==> src/caf_pkg.sv <==
// ----------------------------------------------------------------------------
// caf_pkg: shared types and constants for the 8-bit ALU with flags
// Operation codes, field widths, flag bit positions and decimal-adjust constants.
// ----------------------------------------------------------------------------
package caf_pkg;

  localparam int OP_W   = 6;
  localparam int BYTE_W = 8;
  localparam int WORD_W = 16;
  localparam int FLAG_W = 4;
  localparam int BIT_W  = 3;

  // Flag bit positions within the packed flags nibble.
  localparam int FZ = 3;
  localparam int FN = 2;
  localparam int FH = 1;
  localparam int FC = 0;

  typedef enum logic [OP_W-1:0] {
    OP_ADD   = 6'd0,
    OP_ADC   = 6'd1,
    OP_SUB   = 6'd2,
    OP_SBC   = 6'd3,
    OP_AND   = 6'd4,
    OP_XOR   = 6'd5,
    OP_OR    = 6'd6,
    OP_CP    = 6'd7,
    OP_INC8  = 6'd8,
    OP_DEC8  = 6'd9,
    OP_DAA   = 6'd10,
    OP_CPL   = 6'd11,
    OP_CCF   = 6'd12,
    OP_SCF   = 6'd13,
    OP_RLC   = 6'd14,
    OP_RRC   = 6'd15,
    OP_RL    = 6'd16,
    OP_RR    = 6'd17,
    OP_SLA   = 6'd18,
    OP_SRA   = 6'd19,
    OP_SWAP  = 6'd20,
    OP_SRL   = 6'd21,
    OP_BIT   = 6'd22,
    OP_RES   = 6'd23,
    OP_SET   = 6'd24,
    OP_RLCA  = 6'd25,
    OP_RRCA  = 6'd26,
    OP_RLA   = 6'd27,
    OP_RRA   = 6'd28,
    OP_ADD16 = 6'd29,
    OP_ADDSP = 6'd30,
    OP_INC16 = 6'd31,
    OP_DEC16 = 6'd32
  } opcode_t;

  localparam logic [BYTE_W-1:0] DAA_LO_ADJ = 8'h06;
  localparam logic [BYTE_W-1:0] DAA_HI_ADJ = 8'h60;
  localparam logic [BYTE_W-1:0] DAA_HI_LIM = 8'h99;
  localparam logic [3:0]        DAA_LO_LIM = 4'd9;

endpackage

==> src/cpu_alu_with_flags_top.sv <==
// Each item passes through the input register, then the result register;
// out_valid rises when the item is loaded into the result register.
// Throughput: one item per cycle while out_stall is low; the result register
// frees as it is taken, so a new item enters every cycle unless the output stalls.
// Reset (rst_n low, synchronous) empties both stages; payload registers
// are not reset.
// ----------------------------------------------------------------------------
// cpu_alu_with_flags_top: 8-bit CPU ALU with Z/N/H/C flags
// Byte arithmetic, logic, rotates, bit ops, decimal adjust and 16-bit add,
// increment and decrement, computed between an input register and a result register.
// ----------------------------------------------------------------------------
module cpu_alu_with_flags_top (
  input  logic                        clk,
  input  logic                        rst_n,
  input  logic                        in_valid,
  output logic                        in_stall,
  input  logic [caf_pkg::OP_W-1:0]    in_opcode,
  input  logic [caf_pkg::BYTE_W-1:0]  in_acc_value,
  input  logic [caf_pkg::BYTE_W-1:0]  in_byte_operand,
  input  logic [caf_pkg::BIT_W-1:0]   in_bit_index,
  input  logic [caf_pkg::FLAG_W-1:0]  in_flags_in,
  input  logic [caf_pkg::WORD_W-1:0]  in_word_target,
  input  logic [caf_pkg::WORD_W-1:0]  in_word_operand,
  output logic                        out_valid,
  input  logic                        out_stall,
  output logic [caf_pkg::BYTE_W-1:0]  out_byte_result,
  output logic [caf_pkg::WORD_W-1:0]  out_word_result,
  output logic [caf_pkg::FLAG_W-1:0]  out_flags_out,
  output logic                        out_writes_back
);
  import caf_pkg::*;

  // Input stage.
  logic              s1_valid_r;
  logic [OP_W-1:0]   op_r;
  logic [BYTE_W-1:0] a_r;
  logic [BYTE_W-1:0] v_r;
  logic [BIT_W-1:0]  bi_r;
  logic [FLAG_W-1:0] f_r;
  logic [WORD_W-1:0] wt_r;
  logic [WORD_W-1:0] wo_r;

  // Result stage.
  logic              out_valid_r;
  logic [BYTE_W-1:0] br_r;
  logic [WORD_W-1:0] wr_r;
  logic [FLAG_W-1:0] fo_r;
  logic              wb_r;

  logic              s2_free;
  logic              s1_free;
  logic              s1_adv;
  logic              in_fire;

  logic [BYTE_W-1:0] br_nxt;
  logic [WORD_W-1:0] wr_nxt;
  logic [FLAG_W-1:0] fo_nxt;
  logic              wb_nxt;

  assign s2_free  = ~out_valid_r | ~out_stall;
  assign s1_adv   = s1_valid_r & s2_free;
  assign s1_free  = ~s1_valid_r | s2_free;
  assign in_stall = ~s1_free;
  assign in_fire  = in_valid & s1_free;

  // ---------------------------------------------------------------- datapath
  logic              c_in;
  logic              z_res;
  logic [8:0]        sum9;
  logic [4:0]        sum5;
  logic [8:0]        dif9;
  logic [4:0]        dif5;
  logic              ci;
  logic              daa_lo;
  logic              daa_hi;
  logic [BYTE_W-1:0] daa_corr;
  logic [BYTE_W-1:0] sx;
  logic              sco;
  logic              rot_acc;
  logic [16:0]       sum17;
  logic [12:0]       sum13;
  logic [WORD_W-1:0] sp_off;
  logic [WORD_W-1:0] sp_sum;
  logic [WORD_W-1:0] sp_x;

  always_comb begin
    c_in   = f_r[FC];
    ci     = ((op_r == OP_ADC) || (op_r == OP_SBC)) ? c_in : 1'b0;
    sum9   = {1'b0, a_r} + {1'b0, v_r} + {8'd0, ci};
    sum5   = {1'b0, a_r[3:0]} + {1'b0, v_r[3:0]} + {4'd0, ci};
    // Bit 8 / bit 4 of the difference is the borrow out.
    dif9   = {1'b0, a_r} - {1'b0, v_r} - {8'd0, ci};
    dif5   = {1'b0, a_r[3:0]} - {1'b0, v_r[3:0]} - {4'd0, ci};

    daa_lo   = f_r[FH] | (~f_r[FN] & (a_r[3:0] > DAA_LO_LIM));
    daa_hi   = c_in | (~f_r[FN] & (a_r > DAA_HI_LIM));
    daa_corr = (daa_lo ? DAA_LO_ADJ : 8'h00) | (daa_hi ? DAA_HI_ADJ : 8'h00);

    rot_acc = (op_r >= OP_RLCA);
    sx      = rot_acc ? a_r : v_r;

    sum17  = {1'b0, wt_r} + {1'b0, wo_r};
    sum13  = {1'b0, wt_r[11:0]} + {1'b0, wo_r[11:0]};
    sp_off = {{(WORD_W-BYTE_W){v_r[BYTE_W-1]}}, v_r};
    sp_sum = wt_r + sp_off;
    sp_x   = wt_r ^ sp_off ^ sp_sum;

    br_nxt = '0;
    wr_nxt = '0;
    fo_nxt = f_r;
    wb_nxt = 1'b1;
    sco    = 1'b0;

    case (op_r)
      OP_ADD, OP_ADC: begin
        br_nxt = sum9[7:0];
        fo_nxt = {1'b0, 1'b0, sum5[4], sum9[8]};
      end
      OP_SUB, OP_SBC, OP_CP: begin
        br_nxt = dif9[7:0];
        fo_nxt = {1'b0, 1'b1, dif5[4], dif9[8]};
        wb_nxt = (op_r != OP_CP);
      end
      OP_AND: begin
        br_nxt = a_r & v_r;
        fo_nxt = 4'b0010;
      end
      OP_XOR: begin
        br_nxt = a_r ^ v_r;
        fo_nxt = 4'b0000;
      end
      OP_OR: begin
        br_nxt = a_r | v_r;
        fo_nxt = 4'b0000;
      end
      OP_INC8: begin
        br_nxt = v_r + 8'd1;
        fo_nxt = {1'b0, 1'b0, (br_nxt[3:0] == 4'h0), c_in};
      end
      OP_DEC8: begin
        br_nxt = v_r - 8'd1;
        fo_nxt = {1'b0, 1'b1, (br_nxt[3:0] == 4'hF), c_in};
      end
      OP_DAA: begin
        br_nxt = f_r[FN] ? (a_r - daa_corr) : (a_r + daa_corr);
        fo_nxt = {1'b0, f_r[FN], 1'b0, c_in | daa_hi};
      end
      OP_CPL: begin
        br_nxt = ~a_r;
        fo_nxt = {f_r[FZ], 1'b1, 1'b1, c_in};
      end
      OP_CCF: begin
        fo_nxt = {f_r[FZ], 1'b0, 1'b0, ~c_in};
        wb_nxt = 1'b0;
      end
      OP_SCF: begin
        fo_nxt = {f_r[FZ], 1'b0, 1'b0, 1'b1};
        wb_nxt = 1'b0;
      end
      OP_RLC, OP_RLCA: begin
        sco    = sx[7];
        br_nxt = {sx[6:0], sx[7]};
        fo_nxt = {1'b0, 1'b0, 1'b0, sco};
      end
      OP_RRC, OP_RRCA: begin
        sco    = sx[0];
        br_nxt = {sx[0], sx[7:1]};
        fo_nxt = {1'b0, 1'b0, 1'b0, sco};
      end
      OP_RL, OP_RLA: begin
        sco    = sx[7];
        br_nxt = {sx[6:0], c_in};
        fo_nxt = {1'b0, 1'b0, 1'b0, sco};
      end
      OP_RR, OP_RRA: begin
        sco    = sx[0];
        br_nxt = {c_in, sx[7:1]};
        fo_nxt = {1'b0, 1'b0, 1'b0, sco};
      end
      OP_SLA: begin
        sco    = sx[7];
        br_nxt = {sx[6:0], 1'b0};
        fo_nxt = {1'b0, 1'b0, 1'b0, sco};
      end
      OP_SRA: begin
        sco    = sx[0];
        br_nxt = {sx[7], sx[7:1]};
        fo_nxt = {1'b0, 1'b0, 1'b0, sco};
      end
      OP_SWAP: begin
        br_nxt = {sx[3:0], sx[7:4]};
        fo_nxt = 4'b0000;
      end
      OP_SRL: begin
        sco    = sx[0];
        br_nxt = {1'b0, sx[7:1]};
        fo_nxt = {1'b0, 1'b0, 1'b0, sco};
      end
      OP_BIT: begin
        fo_nxt = {~v_r[bi_r], 1'b0, 1'b1, c_in};
        wb_nxt = 1'b0;
      end
      OP_RES: begin
        br_nxt = v_r;
        br_nxt[bi_r] = 1'b0;
      end
      OP_SET: begin
        br_nxt = v_r;
        br_nxt[bi_r] = 1'b1;
      end
      OP_ADD16: begin
        wr_nxt = sum17[WORD_W-1:0];
        fo_nxt = {f_r[FZ], 1'b0, sum13[12], sum17[16]};
      end
      OP_ADDSP: begin
        wr_nxt = sp_sum;
        fo_nxt = {1'b0, 1'b0, sp_x[4], sp_x[8]};
      end
      OP_INC16: wr_nxt = wt_r + 16'd1;
      OP_DEC16: wr_nxt = wt_r - 16'd1;
      default:  wb_nxt = 1'b0;
    endcase

    // Byte ops that own Z take it from the result; accumulator rotates clear it.
    z_res = (br_nxt == '0);
    if ((op_r <= OP_DAA) || ((op_r >= OP_RLC) && (op_r <= OP_SRL))) begin
      fo_nxt[FZ] = z_res;
    end
  end

  // ------------------------------------------------------------- registers
  always_ff @(posedge clk) begin
    if (!rst_n) begin
      s1_valid_r  <= 1'b0;
      out_valid_r <= 1'b0;
    end else begin
      if (s1_free) begin
        s1_valid_r <= in_valid;
      end
      if (s2_free) begin
        out_valid_r <= s1_valid_r;
      end
    end
  end

  always_ff @(posedge clk) begin
    if (in_fire) begin
      op_r <= in_opcode;
      a_r  <= in_acc_value;
      v_r  <= in_byte_operand;
      bi_r <= in_bit_index;
      f_r  <= in_flags_in;
      wt_r <= in_word_target;
      wo_r <= in_word_operand;
    end
    if (s1_adv) begin
      br_r <= br_nxt;
      wr_r <= wr_nxt;
      fo_r <= fo_nxt;
      wb_r <= wb_nxt;
    end
  end

  assign out_valid       = out_valid_r;
  assign out_byte_result = br_r;
  assign out_word_result = wr_r;
  assign out_flags_out   = fo_r;
  assign out_writes_back = wb_r;

  // ------------------------------------------------------------ assertions
  a_adv_reaches_out: assert property (@(posedge clk) disable iff (!rst_n)
    s1_adv |=> out_valid_r)
    else $error("item leaving the input stage did not reach the result register");

  a_held_item_kept: assert property (@(posedge clk) disable iff (!rst_n)
    (s1_valid_r && !s2_free) |=> (s1_valid_r && $stable(op_r) && $stable(a_r)))
    else $error("item in the input stage was lost while the output was stalled");

  a_result_kind: assert property (@(posedge clk) disable iff (!rst_n)
    out_valid_r |-> ((br_r == '0) || (wr_r == '0)))
    else $error("byte and word results both nonzero");

  a_accept_when_room: assert property (@(posedge clk) disable iff (!rst_n)
    (in_valid && !out_valid_r) |-> !in_stall)
    else $error("input stalled although the result register is empty");

endmodule
==> config.mk <==
export PLATFORM = sky130hd
export DESIGN_NAME = cpu_alu_with_flags_top
export DESIGN_NICKNAME = d
export VERILOG_FILES = /design/src/caf_pkg.sv /design/src/cpu_alu_with_flags_top.sv
export SDC_FILE = /design/constraint.sdc
export NUM_CORES = 1
export LEC_CHECK = 0
export BUFFER_PORTS_ARGS = -buffer_cell sky130_fd_sc_hd__buf_2
export CAP_MARGIN = 20
export CORE_MARGIN = 2
export CORE_UTILIZATION = 60
export DETAILED_ROUTE_END_ITERATION = 8
export GPL_ROUTABILITY_DRIVEN = 0
export MAX_ROUTING_LAYER = met4
export PLACE_DENSITY = 0.93
export SETUP_SLACK_MARGIN = 0.2
export SLEW_MARGIN = 10
export SYNTH_ARGS = -nofsm -noshare
export SYNTH_HDL_FRONTEND = slang
export SYNTH_SLANG_ARGS = --single-unit
==> constraint.sdc <==
create_clock -name clk -period 12.3 [get_ports clk]
set_input_delay 2.46 -clock clk [delete_from_list [all_inputs] [get_ports clk]]
set_output_delay 2.46 -clock clk [all_outputs]
set_load 0.02 [all_outputs]
==> impl_metrics.ini <==
[global_routing]
grt_pass1_wl_um = 36900
antenna_found_initial = 0
grt_use_met1_pct = 43.3
grt.overflow.total = 0
gr-usage-met2_pct = 49.7
grt_usage_pct = 33.8
grt_pass1_vias = 7303
grt_most_used_layer = met2
grt_max_degree = 62
grt_use_met3_pct = 6.75

[timing]
period_needed_ns = 5.49
fin_crit_sh_pct = 44.6
finalSetupViolations = 0
relSlewSlack_pct = 20.3
timing.fmax_mhz = 182
slew_violations = 0
max_slew.worst_pin.slew_ns = 1.19
fin_setup_tns_ns = 0
hold_viol = 0
rsz0062_at_grt = no
finalClockSkew_ns = 0.00897
timing.hold.ws_ns = 0.530

[placed_design]
portBuffers = 95
dp_hpwl_um = 16600
dpl.cell_count = 1111

[critical_path]
cp_common_cell = buf_2
r2r-end = out_flags_out[3]$_DFFE_PP_
r2r_start = op_r[5]$_DFFE_PP_
endpoint_kind = primary output
rr_worst_depth = 13
crit_required_ns = 9.84
critPathBufInv = 2
crit_family = buffers and inverters
cp.arrival_ns = 3.03
crit_fanout = 3
crit_chain = buf_2 > and3_1 > buf_2
crit_type = input port to primary output
max_stage_delay_ns = 0.25
r2r_slack_ns = 7.98
startpoint_type = input port
cpMaxStageDelayCell = and3_1

[power_and_ir_drop]
swShare_pct = 31.8
internal_power_mw = 0.623
pwr-share-seq_pct = 42.8
cellPowerDensity_mw_per_mm2 = 101
p_switching_mw = 0.291
vdd_drop_max_mv = 0.0871
combPwrFrac_pct = 26.6
p_clk_share_pct = 30.6
p_leak_nw = 3.64

[floorplan]
core_area_mm2 = 0.0132
dieArea_mm2 = 0.0144
die_h_um = 120
start_util_pct = 61.3
boundaryPins = 96
fp-row-count = 42
die_w_um = 120

[synthesis]
synth-main-ff-cell = edfxtp_1
synth_top_area_share_pct = 33.4
syn_avg_cell_area_um2 = 9.34
seq_area_frac_synth_pct = 33.9
yosysMostFrequentCell = edfxtp_1
synthTopCellsByArea = edfxtp_1, ha_1, xnor2_1
synth.distinct_cells = 80
synth_area_mm2 = 0.00809
synthesis.instances = 866
syn_nets = 1018
yosysTopAreaCell = edfxtp_1
synthTopCellsByCount = edfxtp_1, ha_1, nor2_1
synth-edff-count = 90
yosysWarnings = 0
async_reset_ff_share_pct = 0
synth-seq-cells = 92

[detailed_routing]
final_antenna_net_count = 0
first_iter_violations = 1181
via_per_inst = 6.92
dr_total_vias = 7799
drt-pass1-iter-count = 6
drc_errors = 0
avgRoutedWirePerCell_um = 20.6
wirelength_um = 23300

[worst_hold_path]
min_to = out_valid$_SDFFE_PN0P_
hold_start = s1_valid_r$_SDFFE_PN0N_
hold_path_depth = 2
hold_class = flop to flop

[status]
status = finished clean

[clock_tree]
clock-sinks = 92
clkTransAtPathRegs_ns = 0.06
cts_root_buf = clkbuf_16
cts_tree = done
cts_max_level = 3
cts_buffers = 9
cts_hold_buf = 0
clock_insertion_delay_worst_skew_ns = 0.36
cts_resized = 0
cts_max_path_buffers = 2
postCtsSetupBuffers = 0

[final_layout]
nets = 1098
drive_gt1_share_pct = 14.2
area_growth_pct = 11.5
instances_no_fill = 1127
n_antenna_cell = 0

[job]
maxCapViolCount = 0
## power by group through the flow
stage	clock (mW)	combinational, mW	sequential, mW
after floorplan	0	0.172	0.393
after global placement	0	0.224	0.396
after detailed placement	0	0.233	0.397
after CTS	0.282	0.237	0.390
after global routing	0.293	0.265	0.393
final	0.279	0.243	0.392
## flip-flops by register name (all words and copies together) (netlist names)
| register | cells |
|---|---|
| out_word_result | 16 |
| wo_r | 16 |
| wt_r | 16 |
| a_r | 8 |
| out_byte_result | 8 |
| v_r | 8 |
| op_r | 6 |
| f_r | 4 |
| out_flags_out | 4 |
| bi_r | 3 |
| out_valid | 1 |
| out_writes_back | 1 |
| s1_valid_r | 1 |
## layout by cell type, fill, tap and decap left out, types with 9 or more instances in the layout
cell,instances
and3_1,11
mux2i_1,10
edfxtp_1,90
clkbuf_16,9
xnor2_1,41
nor2_1,65
o221ai_1,10
xor2_1,25
and2_1,11
o21ai_0,45
nand2b_1,14
a22oi_1,13
nand3_1,18
o2111ai_1,9
buf_2,95
nor3_1,22
a211oi_1,9
ha_1,80
inv_1,37
o22ai_1,16
a31oi_1,10
a21o_1,11
nand2_1,59
buf_4,10
o211ai_1,12
o21a_1,10
a21oi_1,62
## worst max-delay path by stage
stage	from	endpoint	slack (ns)	cells past startpoint
2_1_floorplan	out_stall	a_r[0]$_DFFE_PP_	6.36	2
4_1_cts	out_stall	in_stall	6.81	3
5_1_grt	out_stall	in_stall	6.77	3
6_report	out_stall	in_stall	6.81	3
3_5_place_dp	out_stall	in_stall	6.81	3
3_3_place_gp	out_stall	in_stall	6.84	3
## cells by family (layout without fill, tap and decap cells)
kind of cell	count (synthesis)	count (layout)	synth area share, %
xor+xnor	66	66	7.15
flops	92	92	33.9
buf+inv	74	159	3.70
fa+ha+maj	88	88	14.2
simple gates	258	258	16.2
compound gates	276	276	23.3
mux	12	12	1.52
## tightest hold or removal path: cells and delay by family, from the launching register on
family | cells | cell delay [ns]
AO/OA/AOI/OAI | 1 | 0.11
AND/OR/NAND/NOR | 1 | 0.05
flip-flops | 1 | 0.32
## metrics by stage
step           total power [mW]  instance area [µm²]  util (%)  worst slack [ns]
2_1_floorplan             0.565                 8090         -              6.36
3_3_place_gp              0.621                 8720      66.1              6.84
3_5_place_dp              0.630                 8720      66.1              6.81
4_1_cts                   0.909                 9010      68.3              6.81
5_1_grt                   0.951                 9010      68.3              6.77
6_report                  0.914                 9010      68.3              6.81
## layout make-up
type                    count  area [µm²]
fillers                   992        4180
well taps                 176         220
clock inverters             6        61.3
multi-input cells         700        5070
flip-flops and latches     92        2740
clock buffers              10         229
inverters                  38         143
repair buffers            105         551
## routing by layer
metal / up-vias / wire length [µm]
li1: 3486 / -
met1: 3540 / 8950
met2: 613 / 10100
met3: 160 / 2720
met4: 0 / 1500
met5: - / 0
Power figures use the tool's default switching activity.
